## config.mk

```make
export PLATFORM = sky130hd
export DESIGN_NAME = ordered_list_insert_remove
export DESIGN_NICKNAME = d
export VERILOG_FILES = /design/src/rtl/oli_pkg.sv /design/src/rtl/oli_ram.sv /design/src/rtl/ordered_list_insert_remove.sv
export SDC_FILE = /design/constraint.sdc
export NUM_CORES = 2
export LEC_CHECK = 0
export BUFFER_PORTS_ARGS = -buffer_cell sky130_fd_sc_hd__buf_2
export CAP_MARGIN = 20
export CELL_PAD_IN_SITES_DETAIL_PLACEMENT = 0
export CELL_PAD_IN_SITES_GLOBAL_PLACEMENT = 1
export CORE_MARGIN = 5
export CORE_UTILIZATION = 30
export CTS_CLUSTER_SIZE = 14
export DETAILED_ROUTE_END_ITERATION = 12
export PLACE_DENSITY_LB_ADDON = 0.1
export SLEW_MARGIN = 20
export SYNTH_ARGS = -nofsm -noshare
export SYNTH_HDL_FRONTEND = slang
export SYNTH_SLANG_ARGS = --single-unit
```

## constraint.sdc

```tcl
create_clock -name clk -period 5.35 [get_ports clk]
set_input_delay 1.07 -clock clk [delete_from_list [all_inputs] [get_ports clk]]
set_output_delay 1.07 -clock clk [all_outputs]
set_load 0.02 [all_outputs]
```

## src/rtl/oli_pkg.sv

```systemverilog
// Package for the ordered list block: field widths, operation and status codes,
// the item and result structs and the controller state type.
// Depends on nothing; the top level and the testbench refer to it by scoped names.
package oli_pkg;

    // Default sizes of the list storage.
    localparam int CAPACITY_DEF   = 64;
    localparam int ELEM_WIDTH_DEF = 32;

    // Fixed field widths of the item and result ports.
    localparam int OPCODE_W   = 3;
    localparam int POSITION_W = 6;
    localparam int VALUE_W    = 32;
    localparam int STATUS_W   = 2;
    localparam int LENGTH_W   = 7;

    // Operation codes; the two codes above read length do nothing.
    localparam logic [OPCODE_W-1:0] OP_INSERT_AT    = 3'd0;
    localparam logic [OPCODE_W-1:0] OP_REMOVE_AT    = 3'd1;
    localparam logic [OPCODE_W-1:0] OP_REMOVE_VALUE = 3'd2;
    localparam logic [OPCODE_W-1:0] OP_PUSH         = 3'd3;
    localparam logic [OPCODE_W-1:0] OP_POP          = 3'd4;
    localparam logic [OPCODE_W-1:0] OP_LENGTH       = 3'd5;

    // Status codes returned with every result.
    localparam logic [STATUS_W-1:0] ST_OK      = 2'd0;
    localparam logic [STATUS_W-1:0] ST_RANGE   = 2'd1;
    localparam logic [STATUS_W-1:0] ST_FULL    = 2'd2;
    localparam logic [STATUS_W-1:0] ST_MISSING = 2'd3;

    // One command item.
    typedef struct packed {
        logic [OPCODE_W-1:0]   opcode;
        logic [POSITION_W-1:0] position;
        logic [VALUE_W-1:0]    value_in;
    } cmd_t;

    // One result item.
    typedef struct packed {
        logic [STATUS_W-1:0] status;
        logic [VALUE_W-1:0]  value_out;
        logic [LENGTH_W-1:0] length;
    } rsp_t;

    // Controller states.
    typedef enum logic [2:0] {
        ST_IDLE,
        ST_SHIFT_UP,
        ST_INS_LAST,
        ST_SCAN,
        ST_POP_WAIT
    } state_t;

endpackage

```

## src/rtl/oli_ram.sv

```systemverilog
// Generic single-port-write, single-port-read synchronous RAM with a registered read.
// Contents are undefined until written. Depends on nothing.
module oli_ram #(
    parameter int WIDTH = 32,
    parameter int DEPTH = 64
) (
    input  logic                     clk,
    input  logic                     wr_en,
    input  logic [$clog2(DEPTH)-1:0] wr_addr,
    input  logic [WIDTH-1:0]         wr_data,
    input  logic                     rd_en,
    input  logic [$clog2(DEPTH)-1:0] rd_addr,
    output logic [WIDTH-1:0]         rd_data
);

    logic [WIDTH-1:0] store_reg [DEPTH];
    logic [WIDTH-1:0] rd_data_reg;

    // Write port and registered read port.
    always_ff @(posedge clk)
    begin
        if (wr_en)
        begin
            store_reg[wr_addr] <= wr_data;
        end
        if (rd_en)
        begin
            rd_data_reg <= store_reg[rd_addr];
        end
    end

    assign rd_data = rd_data_reg;

endmodule

```

## src/rtl/ordered_list_insert_remove.sv

```systemverilog
// Top level of the ordered list: command decode, shift and scan sequencer, entry count.
// Depends on oli_pkg and oli_ram.
//
//   port      | dir | type        | handshake
//   ----------+-----+-------------+----------------------------------------------
//   start/cmd | in  | oli_pkg::cmd_t | item taken at a clock edge with start high, busy low
//   done/rsp  | out | oli_pkg::rsp_t | one result per item, valid for the done cycle only
//
// Push, read length and every rejected item finish in the idle state; pop adds a read wait.
// Insert at moves the tail up one entry at a time, then writes the new word; remove at
// moves the entries after the position down; remove value reads every entry.
// The single read port of the entry RAM sets the pace: one entry moves per cycle.
// Reset clears the count and the controller; the entry RAM needs no clearing.
// The receiver cannot stall; a new item may be taken in the cycle its predecessor's
// result is shown.
module ordered_list_insert_remove #(
    parameter int CAPACITY   = oli_pkg::CAPACITY_DEF,
    parameter int ELEM_WIDTH = oli_pkg::ELEM_WIDTH_DEF
) (
    input  logic          clk,
    input  logic          rst_n,
    input  logic          start,
    output logic          busy,
    input  oli_pkg::cmd_t cmd,
    output logic          done,
    output oli_pkg::rsp_t rsp
);

    localparam int AW = $clog2(CAPACITY);
    localparam int CW = $clog2(CAPACITY + 1);

    oli_pkg::state_t state_reg, state_next;
    logic [CW-1:0]   count_reg, count_next;
    logic [CW-1:0]   idx_reg, idx_next;
    logic [CW-1:0]   stop_reg, stop_next;
    logic            found_reg, found_next;
    logic            done_reg, done_next;
    logic [ELEM_WIDTH-1:0]         elem_reg, elem_next;
    logic [oli_pkg::STATUS_W-1:0]  status_reg, status_next;
    logic [oli_pkg::VALUE_W-1:0]   vout_reg, vout_next;

    // RAM port signals.
    logic                  ram_we;
    logic [AW-1:0]         ram_waddr;
    logic [ELEM_WIDTH-1:0] ram_wdata;
    logic                  ram_re;
    logic [AW-1:0]         ram_raddr;
    logic [ELEM_WIDTH-1:0] ram_rdata;

    // Width adaptation of the incoming word, the read word, position and count.
    logic [63:0]           key_wide;
    logic [ELEM_WIDTH-1:0] key_elem;
    logic [63:0]           rd_wide;
    logic [31:0]           pos_wide;
    logic [31:0]           cnt_wide;
    logic                  pos_in_range;
    logic                  list_full;
    logic [CW-1:0]         pos_idx;
    logic [CW-1:0]         pos_inc;
    logic [CW-1:0]         cnt_inc;
    logic [CW-1:0]         cnt_dec;
    logic [CW-1:0]         idx_inc;
    logic [CW-1:0]         idx_dec;
    logic                  match;

    assign key_wide     = 64'(cmd.value_in);
    assign key_elem     = key_wide[ELEM_WIDTH-1:0];
    assign rd_wide      = 64'(ram_rdata);
    assign pos_wide     = 32'(cmd.position);
    assign cnt_wide     = 32'(count_reg);
    assign pos_in_range = pos_wide < cnt_wide;
    assign list_full    = count_reg == CW'(CAPACITY);
    assign pos_idx      = pos_wide[CW-1:0];
    assign pos_inc      = pos_idx + CW'(1);
    assign cnt_inc      = count_reg + CW'(1);
    assign cnt_dec      = count_reg - CW'(1);
    assign idx_inc      = idx_reg + CW'(1);
    assign idx_dec      = idx_reg - CW'(1);
    assign match        = ram_rdata == elem_reg;

    // Entry storage. Within one item a write never hits the entry read in the same
    // cycle, and the next item is taken no earlier than the cycle after the last
    // write, so no forwarding is needed.
    oli_ram #(
        .WIDTH (ELEM_WIDTH),
        .DEPTH (CAPACITY)
    ) u_ram (
        .clk     (clk),
        .wr_en   (ram_we),
        .wr_addr (ram_waddr),
        .wr_data (ram_wdata),
        .rd_en   (ram_re),
        .rd_addr (ram_raddr),
        .rd_data (ram_rdata)
    );

    // Control registers.
    always_ff @(posedge clk or negedge rst_n)
    begin
        if (!rst_n)
        begin
            state_reg <= oli_pkg::ST_IDLE;
            count_reg <= '0;
            done_reg  <= 1'b0;
        end
        else
        begin
            state_reg <= state_next;
            count_reg <= count_next;
            done_reg  <= done_next;
        end
    end

    // Working and result payload registers.
    always_ff @(posedge clk)
    begin
        idx_reg    <= idx_next;
        stop_reg   <= stop_next;
        found_reg  <= found_next;
        elem_reg   <= elem_next;
        status_reg <= status_next;
        vout_reg   <= vout_next;
    end

    // Sequencer: decode in idle, then shift up, scan and shift down, or wait for a pop.
    always_comb
    begin
        state_next  = state_reg;
        count_next  = count_reg;
        idx_next    = idx_reg;
        stop_next   = stop_reg;
        found_next  = found_reg;
        elem_next   = elem_reg;
        status_next = status_reg;
        vout_next   = vout_reg;
        done_next   = 1'b0;
        ram_we      = 1'b0;
        ram_waddr   = '0;
        ram_wdata   = ram_rdata;
        ram_re      = 1'b0;
        ram_raddr   = '0;

        unique case (state_reg)
            oli_pkg::ST_IDLE:
            begin
                if (start)
                begin
                    elem_next   = key_elem;
                    status_next = oli_pkg::ST_OK;
                    vout_next   = '0;
                    unique case (cmd.opcode)
                        oli_pkg::OP_INSERT_AT:
                        begin
                            priority if (!pos_in_range)
                            begin
                                status_next = oli_pkg::ST_RANGE;
                                done_next   = 1'b1;
                            end
                            else if (list_full)
                            begin
                                status_next = oli_pkg::ST_FULL;
                                done_next   = 1'b1;
                            end
                            else
                            begin
                                // Start moving the tail up from the last entry.
                                ram_re     = 1'b1;
                                ram_raddr  = cnt_dec[AW-1:0];
                                idx_next   = cnt_dec;
                                stop_next  = pos_idx;
                                state_next = oli_pkg::ST_SHIFT_UP;
                            end
                        end
                        oli_pkg::OP_REMOVE_AT:
                        begin
                            priority if (!pos_in_range)
                            begin
                                status_next = oli_pkg::ST_RANGE;
                                done_next   = 1'b1;
                            end
                            else if (pos_inc == count_reg)
                            begin
                                // Removing the last entry moves nothing.
                                count_next = cnt_dec;
                                done_next  = 1'b1;
                            end
                            else
                            begin
                                ram_re     = 1'b1;
                                ram_raddr  = pos_inc[AW-1:0];
                                idx_next   = pos_inc;
                                found_next = 1'b1;
                                state_next = oli_pkg::ST_SCAN;
                            end
                        end
                        oli_pkg::OP_REMOVE_VALUE:
                        begin
                            if (count_reg == '0)
                            begin
                                status_next = oli_pkg::ST_MISSING;
                                done_next   = 1'b1;
                            end
                            else
                            begin
                                ram_re     = 1'b1;
                                ram_raddr  = '0;
                                idx_next   = '0;
                                found_next = 1'b0;
                                state_next = oli_pkg::ST_SCAN;
                            end
                        end
                        oli_pkg::OP_PUSH:
                        begin
                            if (list_full)
                            begin
                                status_next = oli_pkg::ST_FULL;
                            end
                            else
                            begin
                                ram_we     = 1'b1;
                                ram_waddr  = count_reg[AW-1:0];
                                ram_wdata  = key_elem;
                                count_next = cnt_inc;
                            end
                            done_next = 1'b1;
                        end
                        oli_pkg::OP_POP:
                        begin
                            if (count_reg == '0)
                            begin
                                status_next = oli_pkg::ST_MISSING;
                                done_next   = 1'b1;
                            end
                            else
                            begin
                                ram_re     = 1'b1;
                                ram_raddr  = cnt_dec[AW-1:0];
                                state_next = oli_pkg::ST_POP_WAIT;
                            end
                        end
                        default:
                        begin
                            // Read length and the unused codes only report the count.
                            done_next = 1'b1;
                        end
                    endcase
                end
            end
            oli_pkg::ST_SHIFT_UP:
            begin
                // The entry read last cycle moves one place up.
                ram_we    = 1'b1;
                ram_waddr = idx_inc[AW-1:0];
                ram_wdata = ram_rdata;
                if (idx_reg == stop_reg)
                begin
                    state_next = oli_pkg::ST_INS_LAST;
                end
                else
                begin
                    ram_re    = 1'b1;
                    ram_raddr = idx_dec[AW-1:0];
                    idx_next  = idx_dec;
                end
            end
            oli_pkg::ST_INS_LAST:
            begin
                // The new word fills the opened slot.
                ram_we     = 1'b1;
                ram_waddr  = stop_reg[AW-1:0];
                ram_wdata  = elem_reg;
                count_next = cnt_inc;
                done_next  = 1'b1;
                state_next = oli_pkg::ST_IDLE;
            end
            oli_pkg::ST_SCAN:
            begin
                // Before a match, compare; after it, move each entry one place down.
                if (found_reg)
                begin
                    ram_we    = 1'b1;
                    ram_waddr = idx_dec[AW-1:0];
                    ram_wdata = ram_rdata;
                end
                else if (match)
                begin
                    found_next = 1'b1;
                end
                if (idx_reg == cnt_dec)
                begin
                    if (found_reg || match)
                    begin
                        count_next = cnt_dec;
                    end
                    else
                    begin
                        status_next = oli_pkg::ST_MISSING;
                    end
                    done_next  = 1'b1;
                    state_next = oli_pkg::ST_IDLE;
                end
                else
                begin
                    ram_re    = 1'b1;
                    ram_raddr = idx_inc[AW-1:0];
                    idx_next  = idx_inc;
                end
            end
            oli_pkg::ST_POP_WAIT:
            begin
                vout_next  = rd_wide[31:0];
                count_next = cnt_dec;
                done_next  = 1'b1;
                state_next = oli_pkg::ST_IDLE;
            end
            default:
            begin
                state_next = oli_pkg::ST_IDLE;
            end
        endcase
    end

    // Result item; the count register already holds the length after the operation.
    assign busy          = state_reg != oli_pkg::ST_IDLE;
    assign done          = done_reg;
    assign rsp.status    = status_reg;
    assign rsp.value_out = vout_reg;
    assign rsp.length    = cnt_wide[oli_pkg::LENGTH_W-1:0];

endmodule

```

# After elaboration in Yosys (flattened, before gate mapping)
# Memory sizes are Yosys's and may differ from the RTL's. A register that Yosys moved wholly into a read port is not among the register bits.
# Index checks and enable logic that the tools add are counted.
[word_totals] register_bits=91 ramBits=2048 in_bits=44 output_inout_bits=43 wordCells=161 memories=1
[op_classes] n_addsub=5 magnitude_cmp=1 n_eq_ne=32 mux=92 n_bitwise=1 reduce_logical=20
[mem_list] name="u_ram.store_reg" depth=64 width=32 read_ports=1 rd_clocked_by_memory_dff=1 wr=1 line="oli_ram.sv:16" text="logic [WIDTH-1:0] store_reg [DEPTH];"
[ops] operator="$mux 32" n=4
[ops] operator="$pmux 32 s2" n=2
[ops] operator="$mux 7" n=14
[ops] operator="$mux 6" n=12
[ops] operator="$pmux 7 s3" n=2
[ops] operator="$pmux 6 s3" n=2
[ops] operator="$eq 32x32->1" n=1
[ops] operator="$pmux 7 s4" n=1
[ops] operator="$mux 1" n=27
[ops] operator="$mux 3" n=9
[ops] operator="$ne 3x3->1 const B" n=8
[ops] operator="$pmux 6 s4" n=1
[ops] operator="$reduce_and 10->1" n=2
[ops] operator="$pmux 1 s3" n=5
[ops] operator="$add 7x1->7 const B" n=2
[ops] operator="$eq 7x7->1" n=2
[ops] operator="$ne 2x2->1 const B" n=7
[ops] operator="$pmux 7 s2" n=1
[ops] operator="$sub 7x1->7 const B" n=2
[ops] operator="$eq 3x2->1 const B" n=4
[ops] operator="$mux 2" n=6
[ops] operator="$pmux 3 s4" n=1
[ops] operator="$pmux 3 s3" n=1
[ops] operator="$pmux 2 s4" n=1
[ops] operator="24 further kinds" n=34

# Logic depth before layout (Yosys ltp)
[depth] word_depth=7 ltp_mapped=20 mapped_depth_nobuf=14

# Cells and area by module
# From an unflattened synthesis, not the netlist that was laid out.
[hier_totals] cells_unflattened=4127 area_unflattened_um2=85338.1
[modules_own_cells] module="oli_ram" n_inst=1 cells_per_inst=3511 area_each_um2=79359.9 seq_area_each_um2=62459.9
[modules_own_cells] module="ordered_list_insert_remove" n_inst=1 cells_per_inst=616 area_each_um2=5978.2 seq_area_each_um2=2677.6

# Worst setup path after synthesis
# No wires, ideal clock.
[synth_path] path_type="input -> register" from="input cmd[40] in the netlist's numbering" to="memory u_ram.store_reg[60][0] (enable)" setup_ns=0.421 arrival_ns=4.396 required_time_ns=4.929 slack_ns=0.532 stages=11 n_path_buf=3 cell_sequence="clkbuf_1 -> clkbuf_1 -> nor2b_1 -> nand2_1 -> nor2_1 -> and2_1 -> clkbuf_1 -> a221o_1 -> a31oi_1 -> nand3_1 -> nor2_1"
[synth_between] elab_chain_cells=6 word_cells_on_any_way=9 cone_classes="1 x eq/ne; 8 x mux"
[synth_lines] item="start: declaration" line="ordered_list_insert_remove.sv:24" text="input oli_pkg::cmd_t cmd,"
[synth_lines] item="$eq 3x2->1 (*)" line="ordered_list_insert_remove.sv:151" text="unique case (cmd.opcode)"
[synth_lines] item="$mux 1" line="ordered_list_insert_remove.sv:151"
[synth_lines] item="$mux 1" line="ordered_list_insert_remove.sv:146" text="if (start)"
[synth_lines] item="$pmux 1 s3" line="ordered_list_insert_remove.sv:143" text="unique case (state_reg)"
[synth_lines] item="$mux 1" line="oli_ram.sv:22" text="if (wr_en)"
[synth_lines] item="$mux 1 (not written as such)" line="oli_ram.sv:24" text="store_reg[wr_addr] <= wr_data;"
[synth_lines] item="end: declaration" line="oli_ram.sv:16"
# Mark *: on every way between the ends. The rest lies on a longest branch, timed or not.

# Final worst setup path
[layout_path] from="register count_reg[1]" to="register u_ram.rd_data_reg[8] (netlist: u_ram.rd_data[8]) (read register of u_ram.store_reg) (data pin)"
[layout_between] elab_chain_cells=6 word_cells_on_any_way=24 cone_classes="1 x add/sub; 1 x order compare; 3 x eq/ne; 18 x mux; 1 x reduce/logical"
[layout_lines] item="start: declaration" line="ordered_list_insert_remove.sv:33" text="logic [CW-1:0] count_reg, count_next;"
[layout_lines] item="start signal: assignment" line="ordered_list_insert_remove.sv:109" text="count_reg <= count_next;"
[layout_lines] item="$sub 7x1->7, or another cell as far along" line="ordered_list_insert_remove.sv:76" text="assign cnt_dec = count_reg - CW'(1);"
[layout_lines] item="$mux 6, or another cell as far along" line="ordered_list_insert_remove.sv:159" text="else if (list_full)"
[layout_lines] item="$mux 6, or another cell as far along" line="ordered_list_insert_remove.sv:154" text="priority if (!pos_in_range)"
[layout_lines] item="$pmux 6 s3 or $pmux 1 s3 (tied branches)" line="ordered_list_insert_remove.sv:151"
[layout_lines] item="$mux 6 or $mux 1 (tied branches)" line="ordered_list_insert_remove.sv:146"
[layout_lines] item="$pmux 6 s3 or $pmux 1 s3 (tied branches)" line="ordered_list_insert_remove.sv:143"
[layout_lines] item="end: declaration" line="oli_ram.sv:17" text="logic [WIDTH-1:0] rd_data_reg;"
# Parallel ways exist; a longest one is shown, timed or not.
# A chain may end at the register's enable or synchronous reset.

==> metrics.cfg <==
[run_status]
outcome=finished clean

[global_routing]
grt_pass1_vias=53600
grt.overflow.total=0
grt_max_degree=65
grt_first_pass_wirelength_mm=444
antenna_found_initial=34
grtUsageTotal=0.207

[drt]
num_vias=55300
post_drt_wl_per_cell_um=30.0
totalWireLength_mm=322
routed_via_density=5.14
drtIter0Drc=5086
first_pass_iters=5
drc=0
ant_nets=0

[power]
ir_worst_vdd_uv=489
leakage_nw=36.0
pwr-share-comb=0.478
switching_power_w=0.0338
internal_power_w=0.0448
pwr-share-clk=0.207
swShare=0.430
power.density_mw_per_mm2=745
sequentialPowerShare=0.315

[synth]
ys_async_sr_fraction=0.00507
synth_fa_ha_area_frac=0.00169
ys_warn_count=0
synth_top_family_by_area=simple AND/OR/NAND/NOR gates
synth-edff-count=2160
synthFlopType=edfxtp_1
avgSynthCellArea_um2=14.1
syn-num-nets=6264
synthMuxAreaShare=0.0333
syn_inst=6209
synth-seq-area-share=0.745
netlist_area_mm2=0.0875
yosysUniqueCellTypes=84
synthSimpleGateAreaFrac=0.102
synth_compound_area_frac=0.0869
synth_xor_area_frac=0.00851
ys_ff_latch=2171

[job]
drv_cap=0

[timing]
timing.hold.ws_ns=0.112
rsz0062_at_grt=false
tightest_slew_ns=1.06
max_freq_ghz=0.194
period_share=0.961
max_slew_margin=0.289
fin_skew_ns=0.0767
setup_viol=0
slew_viol_final=0
hold_viol=0
period_needed_ns=5.14
finalWorstSetupSlack_ns=0.207

[worst_setup_path]
end_kind=flop
worstPathMaxFanout=26
arrival_ns=5.73
r2r_setup_slack_ns=0.21
r2r_end=u_ram.rd_data[8]$_DFFE_PP_
start_kind=flop
path_class=flop to flop
rr_startpoint=count_reg[1]$_DFFE_PN0P_
cp.required_ns=5.94
reg2regPathDepth=17

[die]
die-area_mm2=0.303
initial_utilization=0.301
die_w_um=550
pin_count=87
die_h_um=550
core_area_mm2=0.291
row_count=198

[clocking]
postCtsHoldBufs=0
cts_tree=yes
path_clk_slew_ns=0.06
cts_made_buffers=246
cts-root-buf=clkbuf_16
cts.sinks=2171
clockBufferDepth=4
clk_latency_ns=0.91
h-tree-depth=4

[final_layout]
fin_area_mm2=0.105
multiInputGateArea_mm2=0.0211
nets=6708
fillCellCount=27800
largest_register_ff_count=2048
syn_to_final_growth_pct=20.4
drive_above_1_share=0.159
regArea_mm2=0.0651

[placement]
place_area_mm2=0.0977
finalWeightedCongestion=0.820
dpl.hpwl_mm=201
place_ws_ns=-0.319
io_buffers=86

[min_path]
hold_class=primary input to asynchronous set/reset pin

[cells in the final DEF (no fill, tap or decap), types with 112 or more instances in the layout]
master     synthesis  final
buf_4             28    323
edfxtp_1        2160   2160
buf_12             0    184
a22oi_1          113    113
a21oi_1          442    442
a31oi_1          112    112
nand3_1          275    271
clkbuf_16          0    249
mux2i_1          274    274
nand2_1         1438   1402
[power groups by stage]
| stage | Sequential (W) | Clock [W] | Combinational [W] |
|---|---|---|---|
| final | 0.0248 | 0.0163 | 0.0375 |
| after global routing | 0.0249 | 0.0174 | 0.0397 |
| after CTS | 0.0247 | 0.0167 | 0.0379 |
| after detailed placement | 0.0251 | 0 | 0.0378 |
| after global placement | 0.0251 | 0 | 0.0378 |
| after floorplan | 0.0250 | 0 | 0.0171 |
[critical path, stage by stage, from the launching register on]
cell and delay [ns]:
dfrtp_1 0.38, inv_1 0.12, ha_1 0.34, or4b_4 0.58, nor3_1 0.24, or3_1 0.30
o221ai_2 0.22, nor3_4 0.32, buf_12 0.25, buf_12 0.25, buf_4 0.28, buf_4 0.20
mux2i_1 0.19, a22oi_1 0.12, a22o_1 0.22, o21ai_0 0.32, buf_4 0.28, a32oi_2 0.15
[cells in the mapped netlist (12+ instances only)]
| cell type | number | share of area |
|---|---|---|
| edfxtp_1 | 2160 | 0.74 |
| nand2_1 | 1438 | 0.062 |
| a21oi_1 | 442 | 0.025 |
| nand3_1 | 275 | 0.016 |
| mux2i_1 | 274 | 0.031 |
| buf_2 | 180 | 0.010 |
| clkbuf_1 | 145 | 0.0062 |
| nor2_1 | 126 | 0.0054 |
| a22oi_1 | 113 | 0.0097 |
| a31oi_1 | 112 | 0.0080 |
| a32oi_1 | 91 | 0.0091 |
| o22ai_1 | 66 | 0.0047 |
| a22o_1 | 58 | 0.0058 |
| xnor2_1 | 54 | 0.0054 |
| nand4_1 | 48 | 0.0034 |
| a211oi_1 | 43 | 0.0037 |
| or4_1 | 42 | 0.0036 |
| o21ai_0 | 41 | 0.0023 |
| and2_1 | 40 | 0.0029 |
| o2111ai_1 | 36 | 0.0036 |
| buf_1 | 32 | 0.0014 |
| and3_1 | 30 | 0.0021 |
| buf_4 | 28 | 0.0024 |
| nor3_1 | 25 | 0.0014 |
| inv_1 | 24 | 0.0010 |
| xor2_1 | 23 | 0.0023 |
| o211ai_1 | 18 | 0.0015 |
| nor4_1 | 16 | 0.0011 |
| a41o_1 | 15 | 0.0017 |
| mux2_2 | 15 | 0.0019 |
| a221oi_1 | 13 | 0.0013 |
| o31a_1 | 13 | 0.0013 |
| buf_6 | 12 | 0.0015 |
[metal layers]
metal | routed length, um | share of wire | GRT usage | vias to the layer above
met1 | 147000 | 0.46 | 0.296 | 28800
met4 | 5970 | 0.019 | 0.0378 | 2
met2 | 151000 | 0.47 | 0.336 | 1549
li1 | - | - | - | 24500
met3 | 17700 | 0.055 | 0.0314 | 333
met5 | 13 | 0.000040 | 0 | -
[final cells by class]
class / count / area share
Multi-Input combinational cell: 3615 / 0.201
Clock buffer: 302 / 0.0610
Sequential cell: 2171 / 0.618
Clock inverter: 122 / 0.0105
Tap cell: 3900 / 0.0463
Timing Repair Buffer: 593 / 0.0621
Inverter: 26 / 0.000926
Antenna cell: 16 / 0.000380
[logic make-up after synthesis]
logic type | after synthesis
compound gates | 1143
xor+xnor | 80
fa+ha+maj | 12
buf+inv | 424
flops | 2171
mux | 289
simple gates | 2090
[through the flow]
step | setup TNS, ns | instances | util | power [W]
after CTS | 0 | 10700 | 0.362 | 0.0793
after detailed placement | -0.950 | 10300 | 0.336 | 0.0628
after floorplan | 0 | 6209 | - | 0.0421
after global placement | -1.48 | 10300 | 0.336 | 0.0628
final | 0 | 10700 | 0.363 | 0.0785
after global routing | 0 | 10700 | 0.362 | 0.0819
[worst max-delay path by stage]
stage | from | slack (ns) | to
4_1_cts | count_reg[1]$_DFFE_PN0P_ | 0.004 | u_ram.rd_data[21]$_DFFE_PP_
6_report | count_reg[1]$_DFFE_PN0P_ | 0.21 | u_ram.rd_data[8]$_DFFE_PP_
3_5_place_dp | cmd[36] | -0.32 | u_ram.rd_data[8]$_DFFE_PP_
5_1_grt | count_reg[1]$_DFFE_PN0P_ | 0.07 | u_ram.rd_data[8]$_DFFE_PP_
2_1_floorplan | cmd[40] | 0.53 | u_ram.store_reg[60][0]$_DFFE_PP_
3_3_place_gp | cmd[32] | -0.39 | u_ram.rd_data[8]$_DFFE_PP_
[timing repair]
action,in CTS,in global routing
cloned,0,1
pin swaps,0,4
setup buffers,0,3
setup endpoints to repair,3,3
resized for setup,5,4
Power figures use the tool's default switching activity.
